### config.mk
export PLATFORM = sky130hd
export DESIGN_NAME = multi_timer_bank_unit
export DESIGN_NICKNAME = d
export VERILOG_FILES = /design/src/hdl/mtb_pkg.sv /design/src/hdl/mtb_store.sv /design/src/hdl/mtb_ctrl.sv /design/src/hdl/multi_timer_bank_unit.sv
export VERILOG_INCLUDE_DIRS = /design/src /design/src/hdl
export SDC_FILE = /design/constraint.sdc
export NUM_CORES = 2
export LEC_CHECK = 0
export ABC_AREA = 1
export BUFFER_PORTS_ARGS = -buffer_cell sky130_fd_sc_hd__buf_2
export CORE_MARGIN = 5
export CORE_UTILIZATION = 62
export CTS_CLUSTER_SIZE = 30
export DETAILED_ROUTE_END_ITERATION = 10
export MAX_ROUTING_LAYER = met4
export PLACE_DENSITY = 0.79
export SLEW_MARGIN = 20
export SYNTH_ARGS = -nofsm -noshare
export SYNTH_HDL_FRONTEND = slang
export SYNTH_SLANG_ARGS = --single-unit
### constraint.sdc
create_clock -name clk -period 9.6 [get_ports clk]
set_input_delay 2.4 -clock clk [delete_from_list [all_inputs] [get_ports clk]]
set_output_delay 2.4 -clock clk [all_outputs]
set_load 0.1 [all_outputs]
### src/hdl/assert_macros.svh
// assertion macros used by the timer bank sequencer
`ifndef ASSERT_MACROS_SVH
`define ASSERT_MACROS_SVH
`ifndef ASSERT_OFF
// clocked check, suspended while reset is asserted
`define MTB_ASSERT(lbl, prop, msg) \
    lbl: assert property (@(posedge clk) disable iff (!rst_n) (prop)) else $error(msg);
// clocked check that also holds during reset
`define MTB_ASSERT_ALWAYS(lbl, prop, msg) \
    lbl: assert property (@(posedge clk) (prop)) else $error(msg);
`else
`define MTB_ASSERT(lbl, prop, msg)
`define MTB_ASSERT_ALWAYS(lbl, prop, msg)
`endif
`endif

### src/hdl/mtb_pkg.sv
// shared types and constants of the timer bank
package mtb_pkg;

    localparam int TIMER_COUNT_DEF = 16;
    localparam int COUNT_WIDTH_DEF = 32;

    // entry zero is reserved: allocate never hands it out
    localparam int RESERVED_ID = 0;
    localparam int ALLOC_RESET = RESERVED_ID + 1;

    localparam logic [2:0] CMD_TICK  = 3'd0;
    localparam logic [2:0] CMD_ALLOC = 3'd1;
    localparam logic [2:0] CMD_START = 3'd2;
    localparam logic [2:0] CMD_STOP  = 3'd3;
    localparam logic [2:0] CMD_QUERY = 3'd4;

    typedef enum logic [2:0] {
        ST_IDLE,
        ST_MOD,
        ST_TICK,
        ST_WAIT_OUT
    } state_t;

    typedef struct packed {
        logic rd_en;
        logic wr_en;
    } mem_ctl_t;

endpackage

### src/hdl/mtb_store.sv
// timer entry memory with per-entry valid bits for the zero reset state
module mtb_store
    import mtb_pkg::*;
#(
    parameter int TIMER_COUNT = TIMER_COUNT_DEF,
    parameter int COUNT_WIDTH = COUNT_WIDTH_DEF,
    localparam int AW = (TIMER_COUNT > 1) ? $clog2(TIMER_COUNT) : 1,
    localparam int DW = 2 * COUNT_WIDTH + 4
)
(
    input  logic          clk,
    input  logic          rst_n,
    input  mem_ctl_t      mem_ctl,
    input  logic [AW-1:0] rd_addr,
    input  logic [AW-1:0] wr_addr,
    input  logic [DW-1:0] wr_data,
    output logic [DW-1:0] rd_data
);

    logic [DW-1:0]          mem [TIMER_COUNT];
    logic [TIMER_COUNT-1:0] valid_reg;
    logic [DW-1:0]          rd_data_reg;
    logic                   rd_valid_reg;

    always_ff @(posedge clk)
    begin
        if (mem_ctl.wr_en)
        begin
            mem[wr_addr] <= wr_data;
        end
        if (mem_ctl.rd_en)
        begin
            rd_data_reg <= mem[rd_addr];
        end
    end

    always_ff @(posedge clk or negedge rst_n)
    begin
        if (!rst_n)
        begin
            valid_reg    <= '0;
            rd_valid_reg <= 1'b0;
        end
        else
        begin
            if (mem_ctl.wr_en)
            begin
                valid_reg[wr_addr] <= 1'b1;
            end
            if (mem_ctl.rd_en)
            begin
                rd_valid_reg <= valid_reg[rd_addr];
            end
        end
    end

    // never-written entries read as zero
    assign rd_data = rd_valid_reg ? rd_data_reg : '0;

endmodule

### src/hdl/mtb_ctrl.sv
// command sequencer: read-modify-write of timer entries and result register
`include "assert_macros.svh"
module mtb_ctrl
    import mtb_pkg::*;
#(
    parameter int TIMER_COUNT = TIMER_COUNT_DEF,
    parameter int COUNT_WIDTH = COUNT_WIDTH_DEF,
    localparam int AW = (TIMER_COUNT > 1) ? $clog2(TIMER_COUNT) : 1,
    localparam int NW = $clog2(TIMER_COUNT + 1),
    localparam int DW = 2 * COUNT_WIDTH + 4
)
(
    input  logic          clk,
    input  logic          rst_n,
    input  logic          in_valid,
    output logic          in_stall,
    input  logic [2:0]    command,
    input  logic [3:0]    timer_id,
    input  logic [31:0]   period_ticks,
    input  logic          periodic_mode,
    input  logic          notify_enable,
    output logic          out_valid,
    input  logic          out_stall,
    output logic          status,
    output logic [3:0]    allocated_id,
    output logic          expired_flag,
    output logic [15:0]   event_mask,
    output mem_ctl_t      mem_ctl,
    output logic [AW-1:0] rd_addr,
    output logic [AW-1:0] wr_addr,
    output logic [DW-1:0] wr_data,
    input  logic [DW-1:0] rd_data
);

    localparam int CW = COUNT_WIDTH;

    state_t        state_reg, state_next;
    logic [2:0]    cmd_reg, cmd_next;
    logic [AW-1:0] id_reg, id_next;
    logic [NW-1:0] alloc_cnt_reg, alloc_cnt_next;
    logic [AW:0]   idx_reg, idx_next;
    logic          rd_pend_reg, rd_pend_next;
    logic [AW-1:0] wb_idx_reg, wb_idx_next;
    logic [15:0]   events_reg, events_next;

    logic          pend_status_reg, pend_status_next;
    logic [3:0]    pend_alloc_reg, pend_alloc_next;
    logic          pend_exp_reg, pend_exp_next;

    logic          out_valid_reg, out_valid_next;
    logic          status_reg, status_next;
    logic [3:0]    alloc_id_reg, alloc_id_next;
    logic          exp_flag_reg, exp_flag_next;
    logic [15:0]   event_mask_reg, event_mask_next;

    logic          accept;
    logic          id_ok;
    logic          out_free;
    logic [CW-1:0] cur_period;
    logic [CW-1:0] cur_count;
    logic          cur_mode;
    logic          cur_running;
    logic          cur_notify;
    logic [CW-1:0] dec_count;
    logic [CW-1:0] new_period;

    assign accept     = in_valid && !in_stall;
    assign in_stall   = (state_reg != ST_IDLE);
    assign out_free   = !out_valid_reg || !out_stall;
    assign id_ok      = (32'(timer_id) < 32'(alloc_cnt_reg));
    assign new_period = CW'(period_ticks);

    // entry layout: period, count, mode, running, expired, notify
    assign cur_period  = rd_data[DW-1 -: CW];
    assign cur_count   = rd_data[CW+3:4];
    assign cur_mode    = rd_data[3];
    assign cur_running = rd_data[2];
    assign cur_notify  = rd_data[0];
    assign dec_count   = cur_count - CW'(1);

    always_ff @(posedge clk or negedge rst_n)
    begin
        if (!rst_n)
        begin
            state_reg     <= ST_IDLE;
            alloc_cnt_reg <= NW'(ALLOC_RESET);
            rd_pend_reg   <= 1'b0;
            out_valid_reg <= 1'b0;
        end
        else
        begin
            state_reg     <= state_next;
            alloc_cnt_reg <= alloc_cnt_next;
            rd_pend_reg   <= rd_pend_next;
            out_valid_reg <= out_valid_next;
        end
    end

    always_ff @(posedge clk)
    begin
        cmd_reg         <= cmd_next;
        id_reg          <= id_next;
        idx_reg         <= idx_next;
        wb_idx_reg      <= wb_idx_next;
        events_reg      <= events_next;
        pend_status_reg <= pend_status_next;
        pend_alloc_reg  <= pend_alloc_next;
        pend_exp_reg    <= pend_exp_next;
        status_reg      <= status_next;
        alloc_id_reg    <= alloc_id_next;
        exp_flag_reg    <= exp_flag_next;
        event_mask_reg  <= event_mask_next;
    end

    always_comb
    begin
        state_next       = state_reg;
        cmd_next         = cmd_reg;
        id_next          = id_reg;
        alloc_cnt_next   = alloc_cnt_reg;
        idx_next         = idx_reg;
        rd_pend_next     = 1'b0;
        wb_idx_next      = wb_idx_reg;
        events_next      = events_reg;
        pend_status_next = pend_status_reg;
        pend_alloc_next  = pend_alloc_reg;
        pend_exp_next    = pend_exp_reg;
        out_valid_next   = out_valid_reg && out_stall;
        status_next      = status_reg;
        alloc_id_next    = alloc_id_reg;
        exp_flag_next    = exp_flag_reg;
        event_mask_next  = event_mask_reg;
        mem_ctl          = '0;
        rd_addr          = AW'(timer_id);
        wr_addr          = AW'(timer_id);
        wr_data          = {new_period, new_period, periodic_mode, 1'b1, 1'b0, notify_enable};

        case (state_reg)
            ST_IDLE:
            begin
                if (accept)
                begin
                    cmd_next         = command;
                    id_next          = AW'(timer_id);
                    pend_status_next = 1'b0;
                    pend_alloc_next  = '0;
                    pend_exp_next    = 1'b0;
                    events_next      = '0;
                    state_next       = ST_WAIT_OUT;
                    case (command)
                        CMD_TICK:
                        begin
                            idx_next   = '0;
                            state_next = ST_TICK;
                        end
                        CMD_ALLOC:
                        begin
                            if (32'(alloc_cnt_reg) >= TIMER_COUNT)
                            begin
                                pend_status_next = 1'b1;
                            end
                            else
                            begin
                                pend_alloc_next = 4'(alloc_cnt_reg);
                                alloc_cnt_next  = alloc_cnt_reg + NW'(1);
                            end
                        end
                        CMD_START:
                        begin
                            // start needs no read: the whole entry is rewritten
                            if (id_ok)
                            begin
                                mem_ctl.wr_en = 1'b1;
                            end
                            else
                            begin
                                pend_status_next = 1'b1;
                            end
                        end
                        CMD_STOP, CMD_QUERY:
                        begin
                            if (id_ok)
                            begin
                                mem_ctl.rd_en = 1'b1;
                                state_next    = ST_MOD;
                            end
                            else
                            begin
                                pend_status_next = 1'b1;
                            end
                        end
                        default:
                        begin
                            pend_status_next = 1'b1;
                        end
                    endcase
                end
            end

            ST_MOD:
            begin
                wr_addr       = id_reg;
                mem_ctl.wr_en = 1'b1;
                if (cmd_reg == CMD_STOP)
                begin
                    wr_data = {cur_period, cur_period, cur_mode, 1'b0, 1'b1, cur_notify};
                end
                else
                begin
                    pend_exp_next = rd_data[1];
                    wr_data       = {rd_data[DW-1:2], 1'b0, rd_data[0]};
                end
                state_next = ST_WAIT_OUT;
            end

            ST_TICK:
            begin
                // one read issued per cycle, each write-back in the cycle after its read
                rd_addr = idx_reg[AW-1:0];
                if (32'(idx_reg) < TIMER_COUNT)
                begin
                    mem_ctl.rd_en = 1'b1;
                    rd_pend_next  = 1'b1;
                    wb_idx_next   = idx_reg[AW-1:0];
                    idx_next      = idx_reg + (AW+1)'(1);
                end
                wr_addr = wb_idx_reg;
                if (rd_pend_reg)
                begin
                    if (cur_running)
                    begin
                        mem_ctl.wr_en = 1'b1;
                        if (dec_count == '0)
                        begin
                            if (cur_notify && (32'(wb_idx_reg) < 16))
                            begin
                                events_next = events_reg | (16'(1) << wb_idx_reg);
                            end
                            wr_data = {cur_period, cur_mode ? cur_period : dec_count,
                                       cur_mode, cur_mode, 1'b1, cur_notify};
                        end
                        else
                        begin
                            wr_data = {cur_period, dec_count, cur_mode, 1'b1,
                                       rd_data[1], cur_notify};
                        end
                    end
                    if (32'(wb_idx_reg) == TIMER_COUNT - 1)
                    begin
                        state_next = ST_WAIT_OUT;
                    end
                end
            end

            ST_WAIT_OUT:
            begin
                if (out_free)
                begin
                    out_valid_next  = 1'b1;
                    status_next     = pend_status_reg;
                    alloc_id_next   = pend_alloc_reg;
                    exp_flag_next   = pend_exp_reg;
                    event_mask_next = (cmd_reg == CMD_TICK) ? events_reg : '0;
                    state_next      = ST_IDLE;
                end
            end

            default:
            begin
                state_next = ST_IDLE;
            end
        endcase
    end

    assign out_valid    = out_valid_reg;
    assign status       = status_reg;
    assign allocated_id = alloc_id_reg;
    assign expired_flag = exp_flag_reg;
    assign event_mask   = event_mask_reg;

    `MTB_ASSERT(a_alloc_range, (32'(alloc_cnt_reg) >= 1) && (32'(alloc_cnt_reg) <= TIMER_COUNT), "allocation count out of range")
    `MTB_ASSERT(a_no_rw_clash, (mem_ctl.rd_en && mem_ctl.wr_en) |-> (rd_addr != wr_addr), "read and write of the same entry in one cycle")
    `MTB_ASSERT(a_alloc_step, (accept && (command == CMD_ALLOC) && (32'(alloc_cnt_reg) < TIMER_COUNT)) |=> (alloc_cnt_reg == $past(alloc_cnt_reg) + NW'(1)), "allocate did not advance the count")
    `MTB_ASSERT(a_result_load, ((state_reg == ST_WAIT_OUT) && out_free) |=> (out_valid && (state_reg == ST_IDLE)), "finished result not loaded")
    `MTB_ASSERT(a_result_hold, (out_valid && out_stall) |=> (out_valid && $stable({status, allocated_id, expired_flag, event_mask})), "stalled result beat changed")

endmodule

### src/hdl/multi_timer_bank_unit.sv
// top level of the multi timer bank: sequencer plus entry memory
// A bank of TIMER_COUNT down-counting timers whose period, count and flag bits
// live in a single entry memory with a registered read. Every command beat
// yields exactly one result beat. Entry zero is reserved; allocate hands out
// ids from one upward until the bank is full. A tick walks the memory through
// its single read port, one entry per cycle, writing each entry back in the
// cycle after its read, and then waits to load its result. Allocate, start
// and rejected commands go straight to the result wait state; stop and query
// first pass through a read-modify-write state. The input stalls until the
// result is loaded, and a new command is accepted in the cycle after that,
// even while the result is still stalled. A finished command whose result
// cannot enter the output register holds off the next command until the
// receiver takes the pending beat. The memory needs no clearing pass:
// per-entry valid bits make unwritten entries read as zero right after reset.
module multi_timer_bank_unit
    import mtb_pkg::*;
#(
    parameter int TIMER_COUNT = TIMER_COUNT_DEF,
    parameter int COUNT_WIDTH = COUNT_WIDTH_DEF
)
(
    input  logic        clk,
    input  logic        rst_n,
    // command channel
    input  logic        in_valid,
    output logic        in_stall,
    input  logic [2:0]  command,
    input  logic [3:0]  timer_id,
    input  logic [31:0] period_ticks,
    input  logic        periodic_mode,
    input  logic        notify_enable,
    // result channel
    output logic        out_valid,
    input  logic        out_stall,
    output logic        status,
    output logic [3:0]  allocated_id,
    output logic        expired_flag,
    output logic [15:0] event_mask
);

    localparam int AW = (TIMER_COUNT > 1) ? $clog2(TIMER_COUNT) : 1;
    localparam int DW = 2 * COUNT_WIDTH + 4;

    // memory port between sequencer and store
    mem_ctl_t      mem_ctl;
    logic [AW-1:0] rd_addr;
    logic [AW-1:0] wr_addr;
    logic [DW-1:0] wr_data;
    logic [DW-1:0] rd_data;

    // sequencer: decodes each beat and runs the read-modify-write passes
    mtb_ctrl #(
        .TIMER_COUNT (TIMER_COUNT),
        .COUNT_WIDTH (COUNT_WIDTH)
    ) u_ctrl (
        .clk           (clk),
        .rst_n         (rst_n),
        .in_valid      (in_valid),
        .in_stall      (in_stall),
        .command       (command),
        .timer_id      (timer_id),
        .period_ticks  (period_ticks),
        .periodic_mode (periodic_mode),
        .notify_enable (notify_enable),
        .out_valid     (out_valid),
        .out_stall     (out_stall),
        .status        (status),
        .allocated_id  (allocated_id),
        .expired_flag  (expired_flag),
        .event_mask    (event_mask),
        .mem_ctl       (mem_ctl),
        .rd_addr       (rd_addr),
        .wr_addr       (wr_addr),
        .wr_data       (wr_data),
        .rd_data       (rd_data)
    );

    // entry memory: one write and one registered read per cycle
    mtb_store #(
        .TIMER_COUNT (TIMER_COUNT),
        .COUNT_WIDTH (COUNT_WIDTH)
    ) u_store (
        .clk     (clk),
        .rst_n   (rst_n),
        .mem_ctl (mem_ctl),
        .rd_addr (rd_addr),
        .wr_addr (wr_addr),
        .wr_data (wr_data),
        .rd_data (rd_data)
    );

endmodule
==> metrics.csv <==
stage,metric,value,unit
sta,finalCritPeriodShare,0.5970,
finish,fin_cells,5354,
critical_path,r2r_cells,12,
worst_hold_path,holdCritPathClass,flip-flop to flip-flop,
sta,period_minus_slack,5.732,ns
critical_path,worst_path_most_repeated_cell,buf_4,
sta,finClkSkew,0.03200,ns
clocking,cts_max_level,3,
finish,final-seq-area,37170,sq um
synthesis,synth_mux_area_frac,0,
clocking,ctsHoldBuffers,0,
drt,drtAntennaViolNets,0,
critical_path,slowest_delay,0.60,ns
floorplan,start_util,0.6257,
critical_path,critPathArrivalTime,6.04,ns
drt,wl_per_cell,24.92,microns
critical_path,start_kind,input pin,
place,hpwlAfterDp,69450,microns
global_routing,antenna_found_initial,1,
sta,max_freq,0.1745,GHz
synthesis,synth_cell_types,46,
critical_path,r2r_slack,3.92,ns
synthesis,synthCells,4191,
critical_path,crit_path_end_kind,flip-flop,
floorplan,core-area,82240,sq um
sta,tightest_slew,1.183,ns
global_routing,track_usage,0.3006,
drt,num_vias,35480,
synthesis,synth_top_family_by_area,compound AO/OA/AOI/OAI gates,
synthesis,synth_fp_nets,4247,
place,gp_congestion,0.9849,
clocking,path_clk_slew,0.06,ns
critical_path,critical_path_required,9.91,ns
sta,setup_viol,0,
critical_path,cp_cell_sequence,buf_2 > ha_1 > a21o_1 > a22oi_1 > nand4_1 > a21oi_1 > nand3_1 > nor2_4 > buf_4 > buf_4,
synthesis,syn_avg_cell_area,12.28,sq um
floorplan,ioPinCount,69,
global_routing,grt_max_degree,225,
clocking,cts_buffers,116,
floorplan,die_y,298.1,microns
floorplan,die_width,298.1,microns
critical_path,worstPathMaxFanout,30,
critical_path,rr_startpoint,u_ctrl.state_reg[0],
power_and_ir_drop,p_comb_frac,0.365,
synthesis,synth_xor_area_frac,0.002553,
sta,fin_tns_setup,0,ns
synthesis,synthAdderAreaFrac,0.002675,
power_and_ir_drop,netSwitchingPower,0.007980,W
sta,rsz0062_at_grt,no,
synthesis,ys_async_sr_fraction,0.02093,
finish,multi_input_area,12790,sq um
clocking,clockRootBuffer,clkbuf_16,
synthesis,yosysWarnings,0,
drt,viasPerCell,6.626,
critical_path,rr_endpoint,u_store.mem[10][53],
clocking,cts.sink_count,1242,
clocking,cts_buffer_depth,3,
global_routing,grt_pass1_vias,33580,
power_and_ir_drop,intPower,0.01232,W
floorplan,rows,105,
job,max_cap_viol_count,0,
critical_path,slowest_stage,nor2_4,
global_routing,grt-ovfl-total,0,
synthesis,synth_edf_count,1216,
power_and_ir_drop,power_leakage,19.26,nW
power_and_ir_drop,peakVddDrop,0.0002832,V
finish,drive_above_1_share,0.08824,
floorplan,fp.dieArea,88860,sq um
synthesis,synth-main-ff-cell,edfxtp_1,
drt,dr.pass1.iters,5,
finish,final_nets,4240,
synthesis,synth-compound-area-share,0.1328,
global_routing,grt_pass1_wl,200300,microns
critical_path,critPathLaunch,timer_id[2],
finish,nFillCells,5416,
synthesis,synth_simple_gate_area_share,0.1062,
clocking,insertion_delay,0.70,ns
finish,antennaDiodeCount,0,
drt,drt_iter0_drc,5000,
worst_hold_path,hp-start,u_ctrl.pend_alloc_reg[2],
drt,drc,0,
synthesis,synth-seq-area-share,0.7222,
power_and_ir_drop,power.density,358.3,nW/um^2
critical_path,crit_path_end,u_store.mem[10][53],
place,portBuffers,68,
power_and_ir_drop,switching_share,0.3931,
clocking,cts_tree,done,
synthesis,synth-seq-cells,1242,
finish,largest_reg_flops,1088,
clocking,post_cts_buffers,0,
outcome,outcome,finished clean,
power_and_ir_drop,pwr-share-clk,0.218,
sta,drv_slew,0,
finish,syn_to_final_growth,10.08,%
place,dpl.cell_count,5136,
clocking,cts-resized-gates,0,
drt,wirelength,133400,microns
synthesis,syn_area,51460,sq um
sta,slew-limit-headroom,0.2115,
critical_path,crit_type,input pin to flip-flop,
sta,finalHoldViolCount,0,
power_and_ir_drop,seqPwrFrac,0.417,
final cells by class:
class / instances / share of cell area
clock inverters: 68 / 0.01020
inverters: 164 / 0.01149
clock buffers: 150 / 0.05425
repair buffers: 156 / 0.01840
multi-input cells: 2504 / 0.2259
well taps: 1070 / 0.02363
flip-flops and latches: 1242 / 0.6562
layout by cell type (no fill, tap or decap), types with 22 or more instances in the layout:
master / instances
a21oi_1: 32
buf_2: 68
buf_4: 84
clkbuf_1: 32
clkbuf_16: 118
clkinv_1: 41
dfrtp_1: 24
edfxtp_1: 1216
inv_1: 155
nand2_1: 506
nand3_1: 72
nand4_1: 37
nor2_1: 652
nor2_4: 22
o211ai_1: 139
o21ai_0: 624
o221ai_1: 141
o22ai_1: 138
worst max-delay path, delay by kind of cell:
| family | cells | cell delay (ns) |
|---|---|---|
| buf+inv | 3 | 1.33 |
| simple gates | 3 | 1.22 |
| compound gates | 3 | 0.75 |
| fa+ha+maj | 1 | 0.31 |
worst min path at each step:
stage,end,slack (ns),cells after the start
floorplan,u_ctrl.allocated_id[0],0.40,0
global placement,u_ctrl.status,0.40,0
detailed placement,u_ctrl.allocated_id[3],0.41,0
CTS,u_ctrl.allocated_id[3],0.43,0
global route,u_ctrl.allocated_id[3],0.43,0
finish,u_ctrl.allocated_id[2],0.43,0
cells in the mapped netlist, drive strengths merged (9+ instances only):
master | number | area, sq um
edfxtp | 1216 | 36520
nor2 | 683 | 2619
o21ai | 628 | 3143
nand2 | 524 | 2037
clkbuf | 251 | 942.2
inv | 160 | 600.6
o221ai | 141 | 1235
o211ai | 139 | 1044
o22ai | 139 | 869.6
nand3 | 73 | 370.4
nand4 | 37 | 231.5
a21oi | 36 | 180.2
buf | 30 | 168.9
dfrtp | 25 | 625.6
o311ai | 19 | 166.4
or2 | 18 | 112.6
xor2 | 13 | 113.9
ha | 11 | 137.6
nor3 | 9 | 45.04
per-layer routing:
metal / vias up / track usage / wire length, microns
li1: 15460 / - / -
met1: 17150 / 0.4086 / 49290
met2: 2443 / 0.4642 / 62710
met3: 430 / 0.05206 / 16060
met4: 0 / 0.1138 / 5369
met5: - / - / 0
through the flow:
| stage | setup slack, ns | hold WS, ns | util | power [W] | area [sq um] |
|---|---|---|---|---|---|
| floorplan | 2.443 | 0.4003 | - | 0.01325 | 51460 |
| global placement | 3.427 | 0.4019 | 0.6442 | 0.01550 | 52980 |
| detailed placement | 3.333 | 0.4123 | 0.6442 | 0.01575 | 52980 |
| CTS | 4.040 | 0.4264 | 0.6886 | 0.02015 | 56630 |
| global route | 3.772 | 0.4319 | 0.6888 | 0.02119 | 56650 |
| finish | 3.868 | 0.4260 | 0.6888 | 0.02030 | 56650 |
power by group through the flow:
stage	clock network, W	logic [W]	registers [W]
3_5_place_dp	0	0.00720	0.00855
2_1_floorplan	0	0.00459	0.00866
3_3_place_gp	0	0.00697	0.00854
6_report	0.00442	0.00742	0.00847
4_1_cts	0.00445	0.00725	0.00845
5_1_grt	0.00468	0.00800	0.00851
cell families (layout without fill, tap and decap cells):
kind of cell / after synthesis / after routing
flops: 1242 / 1242
xor+xnor: 15 / 15
buf+inv: 445 / 538
compound gates: 1127 / 1127
fa+ha+maj: 11 / 11
simple gates: 1351 / 1351
No activity file was read; power rests on OpenSTA's default activity.
